--- src/hdl/ldd_ram.sv ---
// ----------------------------------------------------------------------------
// ldd_ram
// Generic simple dual-port RAM, one write port, one registered read port.
// ----------------------------------------------------------------------------
module ldd_ram #(
    parameter int WIDTH = 8,
    parameter int DEPTH = 16
) (
    input  logic                     aclk,
    input  logic                     wr_en,
    input  logic [$clog2(DEPTH)-1:0] wr_addr,
    input  logic [WIDTH-1:0]         wr_data,
    input  logic [$clog2(DEPTH)-1:0] rd_addr,
    output logic [WIDTH-1:0]         rd_data
);

    logic [WIDTH-1:0] mem [DEPTH];

    always_ff @(posedge aclk) begin
        if (wr_en) begin
            mem[wr_addr] <= wr_data;
        end
        rd_data <= mem[rd_addr];
    end

endmodule

--- config.mk ---
export PLATFORM = sky130hd
export DESIGN_NAME = ldd_ram
export DESIGN_NICKNAME = d
export VERILOG_FILES = /design/src/hdl/ldd_ram.sv
export SDC_FILE = /design/constraint.sdc
export NUM_CORES = 1
export LEC_CHECK = 0
export ABC_AREA = 0
export BUFFER_PORTS_ARGS = -buffer_cell sky130_fd_sc_hd__buf_4
export CAP_MARGIN = 40
export CORE_MARGIN = 1.5
export CORE_UTILIZATION = 55
export DETAILED_ROUTE_END_ITERATION = 10
export PLACE_DENSITY = 0.82
export SYNTH_ARGS = -nofsm -noshare
export SYNTH_HDL_FRONTEND = slang
export SYNTH_SLANG_ARGS = --single-unit
--- constraint.sdc ---
create_clock -name aclk -period 2.3 [get_ports aclk]
set_input_delay 0.46 -clock aclk [delete_from_list [all_inputs] [get_ports aclk]]
set_output_delay 0.46 -clock aclk [all_outputs]
set_load 0.02 [all_outputs]
# After elaboration in Yosys (flattened, before gate mapping)

Memory sizes are Yosys's and may differ from the RTL's. A register that Yosys moved wholly into a read port is not among the register bits.
Cells that the tools add are included.

Output and inout port bits: 8
Memories: 1
Logic and storage cells: 3
Memory bits (writable): 128
Register bits: 0
Input bits: 18

Multiplexer cells: 2

Memory list:

| memory | words | width | rd ports | clocked after Yosys merged registers in | write ports | line | RTL |
|---|---|---|---|---|---|---|---|
| mem    | 16    | 8     | 1        | 1                                       | 1           | 17   | `logic [WIDTH-1:0] mem [DEPTH];` |

Operator list:

| cell             | count |
|---|---|
| 2-to-1 mux 1 bit | 2 |

# Depth between registers and ports, before layout

Word-level depth: 2
Depth in mapped cells: 5
Depth with buffers taken out: 3

# Worst setup path after synthesis

Ideal clock, no wire load.

Path type: input to register
From: input wr_addr[2]
To: memory mem[0][0], enable pin
Library setup time: 383 ps
Stages: 2
Path slack: 347 ps
Buffers on the path: 0
Arrival time: 1570 ps
Required time: 1917 ps
Cells stage by stage: or3b_2 > nor3_1

RTL lines:

| element            | line | RTL |
|---|---|---|
| start: declaration | 11   | `input logic [$clog2(DEPTH)-1:0] wr_addr,` |
| end: declaration   | 17   |  |

Straight into the memory's write port.

==> summary.md <==
| Metric | Value |
|---|---|
| Die height | `99.74 um` |
| Worst-margin pin slew | `between 0.7 and 0.8 ns` |
| Sequential area share after synthesis | `between 70 and 80%` |
| Setup Buffers After CTS | `0` |
| Slew HR | `between 40% and 50%` |
| Core ar. | `9153 um^2` |
| Layout cells sized above 1 | `between 30% and 40%` |
| P&R area growth vs syn | `19.30%` |
| Starting Density | `56.24%` |
| Crit path kind | `input port to flop` |
| Fin area | `roughly 6100 um^2` |
| Hold Path Sink | `mem[3][6]` |
| Beginning of the critical path | `rd_addr[0]` |
| H-Tree Depth | `4` |
| Initial antenna violation count | `0` |
| Syn_nets | `between 200 and 250` |
| Via count | `around 2400` |
| Clk_lat worst skew | `around 0.5 ns` |
| Final setup violation count | `0` |
| Reg2reg setup slack | `0.83 ns` |
| Hold depth | `1` |
| First DRT Iteration DRCs | `204` |
| Final Non-Filler Cells | `between 400 and 500` |
| Max Slew Vio Count | `0` |
| WL/cell | `25.46 um` |
| Critical path startpoint category | `input port` |
| Setup TNS | `0 ns` |
| Vias per cell | `5.998` |
| Global placement routability congestion | `0.7806` |
| # rows | `35` |
| Mean area per synthesized cell | `around 22 um^2` |
| Die ar. | `9948 um^2` |
| Drt drc | `0` |
| Hold_buf cts | `0` |
| Post-CTS sizing | `0` |
| Finished Core Util | `67.10%` |
| Worst hold path startpoint | `wr_data[6]` |
| Fmax achieved | `approximately 0.66 GHz` |
| Global-route wire length before repair | `15.39 mm` |
| FF-to-FF path depth | `3` |
| Reg2reg start | `mem[11][6]` |
| FF-to-FF End | `rd_data[6]` |
| Cells after DPL | `between 300 and 400` |
| Die X | `99.74 um` |
| Clock buffer depth | `2` |
| CTS root buffer | `clkbuf_8` |
| Synth Register Bits | `136` |
| Diode count | `0` |
| Clock-pin slew on the worst setup and hold paths | `0.06 ns` |
| IO Port Bufs | `25` |
| Total gr overflow | `0` |
| RSZ-0062 raised after global routing | `no` |
| TritonCTS clock tree | `done` |
| Mapped Area | `5147 um^2` |
| Cells after Synth | `229` |
| Crit path max fanout | `14` |
| Ports | `26` |
| Placement Cell Area | `~5500 um^2` |
| Power Dens Cells | `about 940 nW/um^2` |
| Crit path required time | `2.69 ns` |
| Global Route Usage Sum | `22.67%` |
| Ys Warns | `0` |
| Worst Setup End Kind | `flop` |
| Skew final | `approximately 0.0044 ns` |
| Crit share post-route | `between 60% and 70%` |
| Layout Nets | `300` |
| DP HPWL | `between 5 and 6 mm` |
| Total CTS buffers | `17` |
| Post-synth cell types | `19` |
| Final hold viol count | `0` |
| Leakage dissipation | `approximately 2.1 nW` |
| Outcome | `finished clean` |
| Post-route total power | `about 5.8 mW` |
| Number of global-route vias before repair | `about 2600` |
| Worst VDD drop | `0.5340 mV` |
| Max_cap viols | `0` |
| CTS Sinks | `136` |
| Worst Hold Class | `input port to flop` |
| Total wire length | `just over 10 mm` |
| WP data arrival | `1.91 ns` |
| Largest net degree at the start of global routing | `33` |
| Initial DRT Pass Iterations | `5` |
| Detail Route Antenna Nets | `0` |
| Fin crit period | `1.523 ns` |
-- worst max path at each step --
| stage | end | slack [ns] |
|---|---|---|
| after CTS | rd_data[1] | 0.79 |
| after global routing | rd_data[5] | 0.78 |
| final | rd_data[1] | 0.78 |
| after floorplan | mem[0][0] | 0.35 |
| after global placement | rd_data[1] | 0.31 |
| after detailed placement | rd_data[1] | 0.28 |
-- cell usage in the layout, fill, tap and decap left out, drive strengths merged --
master	instances
nand3	1
clkinv	6
edfxtp	128
clkinvlp	3
bufinv	4
nor2	13
and2	1
nand3b	2
and2b	1
a22oi	16
nor3	4
or3b	1
buf	44
dfxtp	8
clkbuf	18
nand2b	2
mux4	32
nand2	9
nor2b	1
-- worst max-delay path, stage by stage --
cell     delay, ns
buf_4         0.26
buf_4         0.19
mux4_1        0.59
a22oi_1       0.31
nand2_1       0.09
-- where the power goes --
part	internal [mW]	switching, mW	leakage [nW]
Clock	1.75	0.958	0.286
Sequential	2.77	0.0190	1.22
Combinational	0.127	0.164	0.596
Total	4.65	1.14	2.11
-- metrics by stage --
stage          worst slack (ns)  hold WS, ns
3_3_place_gp             0.3138       0.6522
2_1_floorplan            0.3471       0.5589
4_1_cts                  0.7885       0.2374
3_5_place_dp             0.2791       0.6663
5_1_grt                  0.7764       0.2509
6_report                 0.7769       0.2601
-- cell usage after synthesis (all sizes together) --
library cell   count  area, um^2
edfxtp           128        3844
mux4              32       773.2
a22oi             16       120.1
nor2              13       48.80
nand2              9       33.78
dfxtp              8       160.2
buf                7       56.30
nor3               4       20.02
clkdlybuf4s25      3       30.03
nand2b             2       12.51
nand3b             2       15.01
and2               1       6.260
and2b              1       7.510
nand3              1       5.000
nor2b              1       6.260
or3b               1       8.760
-- metal layers --
metal	GRT usage [%]	routed length, um	up-vias
li1	-	-	1074
met1	30.34	3883	1216
met2	35.69	5342	124
met3	6.395	924	15
met4	9.317	163	0
met5	0	0	-
-- kinds of logic (layout without fill, tap and decap cells) --
group,after synthesis,in the layout,synth area share [%]
multiplexers,32,32,15.02
flip-flops,136,136,77.78
AND/OR/NAND/NOR,35,35,3.184
AO/OA/AOI/OAI,16,16,2.334
buffers and inverters,10,75,1.677
-- layout make-up --
cell class / instances / area (um^2)
Clock buffer: 18 / 417.9
Clock inverter: 13 / 180.2
Fill cell: 548 / 3012
Multi-Input combinational cell: 83 / 1057
Sequential cell: 136 / 4004
Tap cell: 111 / 138.9
Timing Repair Buffer: 44 / 342.8
-- flip-flops by register name, summed over array words and instances, names as in the netlist --
register and cells:
rd_data 8, mem 128
No activity file was read; power rests on OpenSTA's default activity.
